--- config.mk ---
export PLATFORM = sky130hd
export DESIGN_NAME = dspe_seq
export DESIGN_NICKNAME = d
export VERILOG_FILES = /design/src/rtl/dspe_pkg.sv /design/src/rtl/dspe_ram.sv /design/src/rtl/dspe_alu.sv /design/src/rtl/dspe_seq.sv
export SDC_FILE = /design/constraint.sdc
export NUM_CORES = 1
export LEC_CHECK = 0
export BUFFER_PORTS_ARGS = -buffer_cell sky130_fd_sc_hd__buf_2
export CAP_MARGIN = 20
export CORE_UTILIZATION = 30
export CTS_BUF_LIST = sky130_fd_sc_hd__clkbuf_4 sky130_fd_sc_hd__clkbuf_8 sky130_fd_sc_hd__clkbuf_16
export DETAILED_ROUTE_END_ITERATION = 8
export HOLD_SLACK_MARGIN = 0.08
export PLACE_DENSITY = 0.54
export REMOVE_ABC_BUFFERS = 1
export SLEW_MARGIN = 25
export SYNTH_ARGS = -nofsm -noshare
export SYNTH_HDL_FRONTEND = slang
export SYNTH_SLANG_ARGS = --single-unit
--- constraint.sdc ---
create_clock -name clk -period 11.6 [get_ports clk]
set_input_delay 1.74 -clock clk [delete_from_list [all_inputs] [get_ports clk]]
set_output_delay 1.74 -clock clk [all_outputs]
set_load 0.005 [all_outputs]
--- src/rtl/dspe_pkg.sv ---
// Shared types, codes and constants for the dense shortest-path engine.
// No dependencies; every other file of the block but dspe_ram imports this package.
`timescale 1ns / 1ps

package dspe_pkg;

    localparam int DSPE_VERTICES    = 16;
    localparam int DSPE_WEIGHT_BITS = 20;
    localparam int DSPE_VTX_BITS    = 4;

    localparam logic [DSPE_WEIGHT_BITS-1:0] DSPE_NO_EDGE_RESET = 20'd999999;

    typedef logic [DSPE_WEIGHT_BITS-1:0] weight_t;
    typedef logic [DSPE_VTX_BITS-1:0]    vtx_t;

    typedef enum logic
    {
        FUNC_WRITE = 1'b0,
        FUNC_RUN   = 1'b1
    } func_t;

    typedef enum logic [1:0]
    {
        ALU_SCAN,
        ALU_RELAX,
        ALU_REACH
    } alu_op_t;

    typedef enum logic [2:0]
    {
        ST_IDLE,
        ST_REDUCE,
        ST_INIT,
        ST_SCAN,
        ST_RELAX,
        ST_OUT_READ,
        ST_OUT_LOAD
    } seq_state_t;

    // One word of per-vertex run state
    typedef struct packed
    {
        logic    done;
        vtx_t    prev;
        weight_t path_len;
    } vstate_t;

    // Run request from the input side to the sequencer
    typedef struct packed
    {
        logic start;
        vtx_t source;
    } run_req_t;

    // Result request from the sequencer to the output register
    typedef struct packed
    {
        logic    load;
        vtx_t    vertex;
        weight_t path_length;
        logic    reachable;
        vtx_t    predecessor;
        logic    last;
    } out_req_t;

endpackage

--- src/rtl/dspe_ram.sv ---
// Simple dual-port RAM: one write port, one read port with registered data.
// No dependencies; used for the weight matrix and the per-vertex state.
`timescale 1ns / 1ps

module dspe_ram
#(
    parameter int ADDR_BITS = 8,
    parameter int DATA_BITS = 20
)
(
    input  logic                 clk,
    input  logic                 we,
    input  logic [ADDR_BITS-1:0] waddr,
    input  logic [DATA_BITS-1:0] wdata,
    input  logic [ADDR_BITS-1:0] raddr,
    output logic [DATA_BITS-1:0] rdata
);

    logic [DATA_BITS-1:0] mem [0:(1 << ADDR_BITS)-1];
    logic [DATA_BITS-1:0] rdata_reg;

    always_ff @(posedge clk)
    begin
        if (we)
        begin
            mem[waddr] <= wdata;
        end
        rdata_reg <= mem[raddr];
    end

    assign rdata = rdata_reg;

endmodule

--- src/rtl/dspe_alu.sv ---
// Shared add/saturate/compare unit of the shortest-path engine.
// Depends on dspe_pkg for the weight type and the operation codes.
`timescale 1ns / 1ps

module dspe_alu
(
    input  dspe_pkg::alu_op_t op,
    input  dspe_pkg::weight_t cur,
    input  dspe_pkg::weight_t base,
    input  dspe_pkg::weight_t weight,
    input  dspe_pkg::weight_t no_edge,
    output dspe_pkg::weight_t sum,
    output logic              lt
);

    import dspe_pkg::*;

    logic [DSPE_WEIGHT_BITS:0] raw;

    // Path sum, clamped at the no-edge ceiling
    assign raw = {1'b0, base} + {1'b0, weight};
    assign sum = (raw > {1'b0, no_edge}) ? no_edge : raw[DSPE_WEIGHT_BITS-1:0];

    always_comb
    begin
        case (op)
            ALU_SCAN:  lt = cur < base;
            ALU_RELAX: lt = sum < cur;
            ALU_REACH: lt = cur < no_edge;
            default:   lt = 1'b0;
        endcase
    end

endmodule

--- src/rtl/dspe_seq.sv ---
// Run sequencer: source fold, init, min-scan and relax sweeps, then the result sweep.
// Depends on dspe_pkg, dspe_ram (vertex state) and dspe_alu.
`timescale 1ns / 1ps

module dspe_seq
#(
    parameter int NUM_VERTICES = dspe_pkg::DSPE_VERTICES
)
(
    input  logic                                 clk,
    input  logic                                 rst_n,
    input  dspe_pkg::weight_t                    no_edge,
    input  dspe_pkg::run_req_t                   run,
    input  logic                                 out_free,
    output logic                                 idle,
    output dspe_pkg::out_req_t                   out_req,
    output logic [2*$clog2(NUM_VERTICES)-1:0]    maddr,
    input  dspe_pkg::weight_t                    mrdata
);

    import dspe_pkg::*;

    localparam int VW = $clog2(NUM_VERTICES);
    localparam int CW = VW + 1;
    localparam logic [CW-1:0] CNT_LAST = CW'(NUM_VERTICES - 1);
    localparam logic [CW-1:0] CNT_END  = CW'(NUM_VERTICES);
    localparam logic [VW-1:0] ITER_LAST = VW'(NUM_VERTICES - 1);
    localparam logic [6:0]    N_EXT    = 7'(NUM_VERTICES);

    seq_state_t    state_reg, state_next;
    logic [CW-1:0] cnt_reg, cnt_next;
    logic [VW-1:0] iter_reg, iter_next;
    logic          found_reg, found_next;
    logic          rdv_reg, rdv_next;
    logic [VW-1:0] idx_reg, idx_next;
    weight_t       least_reg, least_next;
    logic [VW-1:0] pick_reg, pick_next;
    vtx_t          src_reg, src_next;

    logic [VW-1:0] cnt_idx;
    logic [VW-1:0] src_idx;
    logic [7:0]    src_wide;
    logic [6:0]    src_ext;
    logic [7:0]    pick_wide;
    logic [7:0]    cnt_wide;
    vtx_t          pick_vtx;
    vtx_t          cnt_vtx;
    logic          issue;
    logic          scan_hit;
    logic          cnt_at_end;

    logic          vwe;
    logic [VW-1:0] vwaddr;
    vstate_t       vwdata;
    vstate_t       vrdata;
    alu_op_t       alu_op;
    weight_t       alu_sum;
    logic          alu_lt;

    assign cnt_idx    = cnt_reg[VW-1:0];
    assign src_wide   = {4'b0, src_reg};
    assign src_idx    = src_wide[VW-1:0];
    assign src_ext    = {3'b0, src_reg};
    assign pick_wide  = 8'(pick_reg);
    assign pick_vtx   = pick_wide[3:0];
    assign cnt_wide   = 8'(cnt_idx);
    assign cnt_vtx    = cnt_wide[3:0];
    assign cnt_at_end = (cnt_reg == CNT_END);
    assign issue      = ((state_reg == ST_SCAN) || (state_reg == ST_RELAX)) && !cnt_at_end;
    assign scan_hit   = (state_reg == ST_SCAN) && rdv_reg && !vrdata.done && alu_lt;

    dspe_ram
    #(
        .ADDR_BITS (VW),
        .DATA_BITS ($bits(vstate_t))
    )
    u_vmem
    (
        .clk   (clk),
        .we    (vwe),
        .waddr (vwaddr),
        .wdata (vwdata),
        .raddr (cnt_idx),
        .rdata (vrdata)
    );

    dspe_alu u_alu
    (
        .op      (alu_op),
        .cur     (vrdata.path_len),
        .base    (least_reg),
        .weight  (mrdata),
        .no_edge (no_edge),
        .sum     (alu_sum),
        .lt      (alu_lt)
    );

    // Next state
    always_comb
    begin
        state_next = state_reg;
        case (state_reg)
            ST_IDLE:
            begin
                if (run.start)
                begin
                    state_next = ST_REDUCE;
                end
            end
            ST_REDUCE:
            begin
                if (src_ext < N_EXT)
                begin
                    state_next = ST_INIT;
                end
            end
            ST_INIT:
            begin
                if (cnt_reg == CNT_LAST)
                begin
                    state_next = ST_SCAN;
                end
            end
            ST_SCAN:
            begin
                if (cnt_at_end)
                begin
                    state_next = (found_reg || scan_hit) ? ST_RELAX : ST_OUT_READ;
                end
            end
            ST_RELAX:
            begin
                if (cnt_at_end)
                begin
                    state_next = (iter_reg == ITER_LAST) ? ST_OUT_READ : ST_SCAN;
                end
            end
            ST_OUT_READ:
            begin
                state_next = ST_OUT_LOAD;
            end
            ST_OUT_LOAD:
            begin
                if (out_free)
                begin
                    state_next = (cnt_reg == CNT_LAST) ? ST_IDLE : ST_OUT_READ;
                end
            end
            default:
            begin
                state_next = ST_IDLE;
            end
        endcase
    end

    // Counters and datapath registers
    always_comb
    begin
        cnt_next   = cnt_reg;
        iter_next  = iter_reg;
        found_next = found_reg;
        least_next = least_reg;
        pick_next  = pick_reg;
        src_next   = src_reg;
        idx_next   = cnt_idx;
        rdv_next   = issue;
        case (state_reg)
            ST_IDLE:
            begin
                if (run.start)
                begin
                    src_next = run.source;
                    cnt_next = '0;
                end
            end
            ST_REDUCE:
            begin
                if (src_ext >= N_EXT)
                begin
                    src_next = 4'(src_ext - N_EXT);
                end
            end
            ST_INIT:
            begin
                cnt_next = cnt_reg + 1'b1;
                if (cnt_reg == CNT_LAST)
                begin
                    cnt_next   = '0;
                    iter_next  = '0;
                    found_next = 1'b0;
                    least_next = no_edge;
                end
            end
            ST_SCAN:
            begin
                if (scan_hit)
                begin
                    least_next = vrdata.path_len;
                    pick_next  = idx_reg;
                    found_next = 1'b1;
                end
                cnt_next = cnt_at_end ? '0 : cnt_reg + 1'b1;
            end
            ST_RELAX:
            begin
                cnt_next = cnt_reg + 1'b1;
                if (cnt_at_end)
                begin
                    cnt_next   = '0;
                    iter_next  = iter_reg + 1'b1;
                    found_next = 1'b0;
                    least_next = no_edge;
                end
            end
            ST_OUT_LOAD:
            begin
                if (out_free)
                begin
                    cnt_next = cnt_reg + 1'b1;
                end
            end
            default:
            begin
                cnt_next = cnt_reg;
            end
        endcase
    end

    // Memory, unit and result controls
    always_comb
    begin
        vwe         = 1'b0;
        vwaddr      = idx_reg;
        vwdata      = vrdata;
        alu_op      = ALU_SCAN;
        maddr       = {pick_reg, cnt_idx};
        idle        = 1'b0;
        out_req     = '0;
        case (state_reg)
            ST_IDLE:
            begin
                idle = 1'b1;
            end
            ST_INIT:
            begin
                vwe             = 1'b1;
                vwaddr          = cnt_idx;
                vwdata.done     = 1'b0;
                vwdata.prev     = src_reg;
                vwdata.path_len = (cnt_idx == src_idx) ? '0 : no_edge;
            end
            ST_RELAX:
            begin
                alu_op          = ALU_RELAX;
                vwe             = rdv_reg;
                vwdata.done     = vrdata.done || (idx_reg == pick_reg);
                vwdata.prev     = alu_lt ? pick_vtx : vrdata.prev;
                vwdata.path_len = alu_lt ? alu_sum : vrdata.path_len;
            end
            ST_OUT_LOAD:
            begin
                alu_op              = ALU_REACH;
                out_req.load        = out_free;
                out_req.vertex      = cnt_vtx;
                out_req.path_length = vrdata.path_len;
                out_req.reachable   = alu_lt;
                out_req.predecessor = vrdata.prev;
                out_req.last        = (cnt_reg == CNT_LAST);
            end
            default:
            begin
                vwe = 1'b0;
            end
        endcase
    end

    always_ff @(posedge clk or negedge rst_n)
    begin
        if (!rst_n)
        begin
            state_reg <= ST_IDLE;
            cnt_reg   <= '0;
            iter_reg  <= '0;
            found_reg <= 1'b0;
            rdv_reg   <= 1'b0;
        end
        else
        begin
            state_reg <= state_next;
            cnt_reg   <= cnt_next;
            iter_reg  <= iter_next;
            found_reg <= found_next;
            rdv_reg   <= rdv_next;
        end
    end

    always_ff @(posedge clk)
    begin
        idx_reg   <= idx_next;
        least_reg <= least_next;
        pick_reg  <= pick_next;
        src_reg   <= src_next;
    end

endmodule

Word level (Yosys, flattened, before mapping)

Memories as Yosys holds them, arrays and structs flattened. A register that Yosys moved wholly into a read port is not among the register bits.
Index checks and enable logic that the tools add are counted.

$add $sub $neg: 4
Magnitude comparators: 6
Eq/ne operators: 21
Mux-type cells: 42
Reduce and logical (&&, ||, !) cells: 22

Operator list:

| operator            | count |
|---|---|
| $mux 20             | 6 |
| $lt 20x20->1        | 3 |
| $pmux 20 s3         | 1 |
| $pmux 25 s2         | 1 |
| $mux 31             | 1 |
| $mux 3              | 8 |
| $mux 4              | 6 |
| $add 20x20->21      | 1 |
| $gt 21x20->1        | 1 |
| $pmux 3 s7          | 1 |
| $mux 5              | 4 |
| $pmux 5 s4          | 1 |
| $ne 2x2->1 const B  | 8 |
| $pmux 4 s2          | 2 |
| $eq 3x3->1 const B  | 3 |
| $reduce_and 3->1    | 3 |
| $eq 4x4->1          | 2 |
| $mux 1              | 7 |
| $eq 3x2->1 const B  | 2 |
| $pmux 1 s3          | 2 |
| $reduce_and 6->1    | 1 |
| $add 5x1->5 const B | 1 |
| $eq 5x4->1 const B  | 1 |
| $eq 5x5->1 const B  | 1 |
| other kinds (21)    | 28 |

Bits in registers: 46
Memory bits (writable): 400
Input port bits: 48
Logic and storage cells: 105
Memories: 1

Memory list:

| memory     | words | bits a word | rd ports | clocked after memory_dff | wr ports | RTL line       | source |
|---|---|---|---|---|---|---|---|
| u_vmem.mem | 16    | 25          | 1        | 1                        | 1        | dspe_ram.sv:19 | `logic [DATA_BITS-1:0] mem [0:(1 << ADDR_BITS)-1];` |

Depth between registers and ports, before layout

Depth after elaboration: 10
Depth in mapped cells: 30
Mapped depth without buffers: 28

Cells and area by module

Synthesis repeated with hierarchy kept, for this count alone.

Cells, all modules: 1379
Area total of the unflattened synthesis: 21739.6 um^2

By module, submodules not included:

| module   | instances | cells an instance | area each (um^2) | sequential area each (um^2) |
|---|---|---|---|---|
| dspe_ram | 1         | 660               | 15551.2          | 12512.0 |
| dspe_alu | 1         | 428               | 3195.6           | 0.0 |
| dspe_seq | 1         | 291               | 2992.9           | 1271.2 |

Worst setup path before layout

OpenSTA, ideal clock, no wires.

Kind: in2reg
Start: input port mrdata[0]
End: memory u_vmem.mem[0][4] in the netlist's numbering, data pin
Setup time: 377 ps
Data arrival time: 8327 ps
Data required time: 11223 ps
Path slack: 2895 ps
Stages: 29
Path buffers: 1
Cell sequence: ha_1 -> inv_1 -> fa_1 -> nand2b_1 -> a21oi_2 -> o211ai_1 -> a41oi_1 -> a31oi_1 -> o311ai_0 -> ha_1 -> a211oi_1 -> o211ai_1 -> a21oi_1 -> nor4b_1 -> o31ai_1 -> nor2_1 -> clkbuf_1 -> a21oi_1 -> inv_1 -> ha_1 -> a21o_1 -> a21o_1 -> a21o_1 -> a211oi_1 -> o21bai_1 -> a311oi_2 -> a21oi_2 -> and3_1 -> nor4_1

Word-level cells in the longest chain between the ends: 7

Ends and longest elaborated chain:

| element             | RTL line        | source |
|---|---|---|
| from (decl)         | dspe_seq.sv:18  | `input dspe_pkg::weight_t mrdata` |
| $add 20x20->21 *    | dspe_alu.sv:21  | `assign raw = {1'b0, base} + {1'b0, weight};` |
| $gt 21x20->1        | dspe_alu.sv:22  | `assign sum = (raw > {1'b0, no_edge}) ? no_edge : raw[DSPE_WEIGHT_BITS-1:0];` |
| $mux 20 *           | dspe_alu.sv:22  |  |
| $lt 20x20->1        | dspe_alu.sv:28  | `ALU_RELAX: lt = sum < cur;` |
| $pmux 1 s3          | dspe_alu.sv:26  | `case (op)` |
| $mux 20 *           | dspe_seq.sv:258 | `vwdata.path_len = alu_lt ? alu_sum : vrdata.path_len;` |
| $pmux 25 s2 *       | dspe_seq.sv:239 | `case (state_reg)` |
| net u_vmem.wdata[4] | dspe_ram.sv:14  | `input logic [DATA_BITS-1:0] wdata,` |
| to (decl)           | dspe_ram.sv:19  |  |

Mark *: on every way through the listed nets, which the timed path passes. The rest lies on a longest branch.

Final worst setup path

Start: input port mrdata[0]
End: register least_reg[14], enable pin

Word-level cells in the longest chain between the ends: 8

Ends and longest elaborated chain:

| element                      | RTL line        | source |
|---|---|---|
| $add 20x20->21 *             | dspe_alu.sv:21  |  |
| $gt 21x20->1                 | dspe_alu.sv:22  |  |
| $mux 20 *                    | dspe_alu.sv:22  |  |
| $lt 20x20->1 *               | dspe_alu.sv:28  |  |
| $pmux 1 s3 *                 | dspe_alu.sv:26  |  |
| $logic_and 1x1->1 *          | dspe_seq.sv:70  | `assign scan_hit = (state_reg == ST_SCAN) && rdv_reg && !vrdata.done && alu_lt;` |
| $ne 2x2->1 (no line) *       | -               |  |
| $reduce_and 4->1 (no line) * | -               |  |
| to (signal assigned)         | dspe_seq.sv:300 | `least_reg <= least_next;` |
| to (decl)                    | dspe_seq.sv:36  | `weight_t least_reg, least_next;` |

Every way passes the cells marked *; elsewhere a longest branch is shown, timed or not.
A chain may end at the register's enable or synchronous reset.

==> key figures <==
Detailed routing
  – DR WL met3: 2370 um
  – Post-DRT Antenna Nets: 0
  – Iter 0 DRT Violations: 833
  – Routed vias/inst: 5.10
  – Metal1 wirelength: 24800 um
  – Via count: 12500
  – Routed wire per std cell: roughly 23 um
  – Pre-antenna DRT Iters: 5
  – DRC: 0
  – WL met2: between 20000 and 30000 um
  – DR top layer: met4
  – WL final: 56700 um

Worst setup path
  – Critical Path RT: 11.78 ns
  – CP max-delay cell: nand2b_1
  – Worst Path Arrival: a little over 10 ns
  – Critical Path End Type: flop
  – Critical path startpoint category: primary input
  – Setup CP Type: primary input to flop
  – Critical Path Fanout Max: 26
  – Slowest stage delay, CP: 0.83 ns
  – Critical path's most frequent cell: ha_1

Final layout
  – Total Nets Final: 1623
  – Share of cells above drive strength 1: 24.0%
  – Area Growth Syn to Fin: 15.2%
  – Max reg flops: 400
  – Fin cells: between 2000 and 2500

Placement
  – Gpl congestion: slightly below 0.9
  – I/O Buffers: 87
  – DP Wirelength: 37100 um
  – Placed insts: between 2000 and 2500

GRT
  – Largest net degree at the start of global routing: 64
  – Number of global-route vias before repair: 12900
  – Antenna violations before repair: 1
  – Aggregate global routing overflow: 0
  – Global-route wire length before repair: around 85000 um
  – GRT Util Overall: between 15 and 20%

Floorplan
  – Die Y-Extent: 270 um
  – Core area: between 70000 and 80000 um^2
  – Cell row count: 97
  – Die area: between 70000 and 80000 um^2
  – I/O pin count: 88
  – Chip width: 270 um
  – Starting Density: 30.6%

CTS
  – TritonCTS clock tree: done
  – CTS clk-pin slew, worst paths: 0.06 ns
  – CTS Hold Bufs: 0
  – Total CTS buffers: 46
  – CTS H-tree depth: 2
  – Insertion delay to the later sink of the worst-skew pair: between 0.5 and 0.6 ns
  – Post_cts resized: 0
  – Max Buffers Root-to-Sink: 3
  – CTS root buf: clkbuf_16
  – CTS Sinks: roughly 470
  – Total setup buffers inserted after CTS: 0

Synthesis
  – Synth Cell Area: 21500 um^2
  – Syn avg cell area: 15.7 um^2
  – Post-Syn Instances: between 1000 and 1500
  – Share of flip-flops with an asynchronous set or reset: 2.97%
  – Yosys cell types: 65
  – Ys Warns: 0
  – Sequential area share after synthesis: 64.0%
  – Yosys reg bits: ~470
  – Post-synth EDFFs: 428
  – Most used DFF post-synth: edfxtp_1

STA
  – Total Neg Setup Slack: 0 ns
  – Layout Skew: 0.0230 ns
  – RSZ-0062 raised after global routing: no
  – Fin crit share: 86.2%
  – Slew headroom: between 20 and 30%
  – Max Clk Rate: 100 MHz
  – Final hold slack: 0.482 ns
  – # setup viols final: 0
  – Hold Fails Final Rpt: 0
  – Worst Tran Pin Value: roughly 1.1 ns
  – Pins Over Slew Limit: 0
  – Tmin final: between 9 and 10 ns

Power
  – Maximum vdd ir drop: roughly 0.00012 V
  – Static Leak: 8.65 nW
  – P per Cell Area: 240 nW/um^2

Min path
  – Worst min-delay path class: flop to flop

Run
  – Max Cap Viol: 0

Outcome
  – Status: complete, no violations
## routing by layer
| layer | track usage, % | vias to the layer above |
|---|---|---|
| met5 | 0 | - |
| met4 | 4.64 | 0 |
| met3 | 1.80 | 85 |
| met2 | 26.7 | 309 |
| met1 | 20.6 | 6481 |
| li1 | - | 5599 |
## layout make-up
class	count	area [um^2]
Multi-Input combinational cell	752	7340
Fill cell	6644	45700
Antenna cell	1	2.50
Tap cell	940	1180
Inverter	85	319
Clock buffer	63	1320
Sequential cell	471	13800
Timing Repair Buffer	116	653
Clock inverter	18	209
## critical path: cells and delay by family
| family | cells | cell delay [ns] |
|---|---|---|
| simple gates | 6 | 2.56 |
| buf+inv | 3 | 0.23 |
| fa+ha+maj | 4 | 1.08 |
| compound gates | 16 | 4.52 |
## worst paths after layout
path	slack, ns	startpoint	endpoint	cells after the start
max	1.60	mrdata[0]	least_reg[14]$_DFFE_PP_	29
min	0.48	found_reg$_DFFE_PN0P_	found_reg$_DFFE_PN0P_	1
max reg2reg	2.49	least_reg[0]$_DFFE_PP_	least_reg[14]$_DFFE_PP_	28
min reg2reg	0.48	found_reg$_DFFE_PN0P_	found_reg$_DFFE_PN0P_	1
max in group asynchronous	10.25	rst_n	cnt_reg[1]$_DFFE_PN0P_	1
min in group asynchronous	1.07	rst_n	found_reg$_DFFE_PN0P_	1
## report_power, final
part	switching, mW	internal (mW)
clock network	0.627	0.889
registers	0.183	2.43
logic	1.14	0.695
total	1.95	4.01
## cells by family (layout without fill, tap and decap cells)
family | Yosys count | count (layout) | synth area share, %
DFF | 471 | 471 | 64.0
AOI/OAI and AO/OA | 254 | 254 | 7.77
and+or+nand+nor | 239 | 239 | 5.21
buffers and inverters | 146 | 282 | 2.67
muxes | 129 | 129 | 13.3
adders and majority gates | 103 | 103 | 6.02
xor gates and xnor gates | 27 | 27 | 1.10
other | 0 | 1 | 0
## Yosys cell counts, types with 4 or more instances
cell type | count | area (um^2)
edfxtp_1 | 428 | 12900
nor3_1 | 5 | 25.0
buf_1 | 11 | 41.3
xor2_1 | 12 | 105
a31oi_1 | 9 | 56.3
o211ai_1 | 10 | 75.1
dfxtp_1 | 29 | 581
nor4_1 | 5 | 31.3
o21bai_1 | 4 | 30.0
buf_2 | 4 | 20.0
clkbuf_1 | 40 | 150
nand4_1 | 8 | 50.1
o21a_1 | 6 | 45.0
dfrtp_1 | 14 | 350
and3_1 | 9 | 56.3
a211oi_1 | 9 | 67.6
buf_4 | 6 | 45.0
nand3_1 | 17 | 85.1
ha_1 | 102 | 1280
nor2_1 | 79 | 297
inv_1 | 85 | 319
o21ai_0 | 61 | 305
nand2b_1 | 19 | 119
xnor2_1 | 15 | 131
o22ai_1 | 4 | 25.0
a221o_1 | 21 | 210
nand2_1 | 70 | 263
or2_2 | 6 | 37.5
a21o_1 | 20 | 150
a21oi_1 | 72 | 360
mux4_2 | 125 | 2820
nor2b_1 | 10 | 62.6
## metrics by stage
step / total power [mW] / util (%) / area [um^2] / setup WS, ns
2_1_floorplan: 3.84 / - / 21300 / 2.33
3_3_place_gp: 4.43 / 33.0 / 23300 / 1.40
3_5_place_dp: 4.48 / 33.0 / 23300 / 1.11
4_1_cts: 6.01 / 35.2 / 24800 / 1.68
5_1_grt: 6.25 / 35.2 / 24800 / 0.940
6_report: 5.96 / 35.2 / 24800 / 1.60
## cell usage in the layout (no fill, tap or decap), types with 5 or more instances in the layout
cell and instances:
nor2_4 16, clkbuf_16 47, and3_1 9, clkbuf_4 12
xor2_1 12, edfxtp_1 428, nand2_1 70, buf_4 29
nor3_1 5, buf_2 87, dfrtp_1 11, nand2b_1 19
o211ai_1 10, or2_2 6, nor2b_1 10, nand4_1 8
a221o_1 21, o21a_1 6, mux4_2 125, o21ai_0 60
dfxtp_1 29, a31oi_1 9, nor2_1 60, nand3_1 17
a21oi_1 72, a21o_1 20, ha_1 102, a211oi_1 9
inv_1 84, xnor2_1 15, clkinv_1 6
Note: power is estimated with default switching activity, not from simulation.
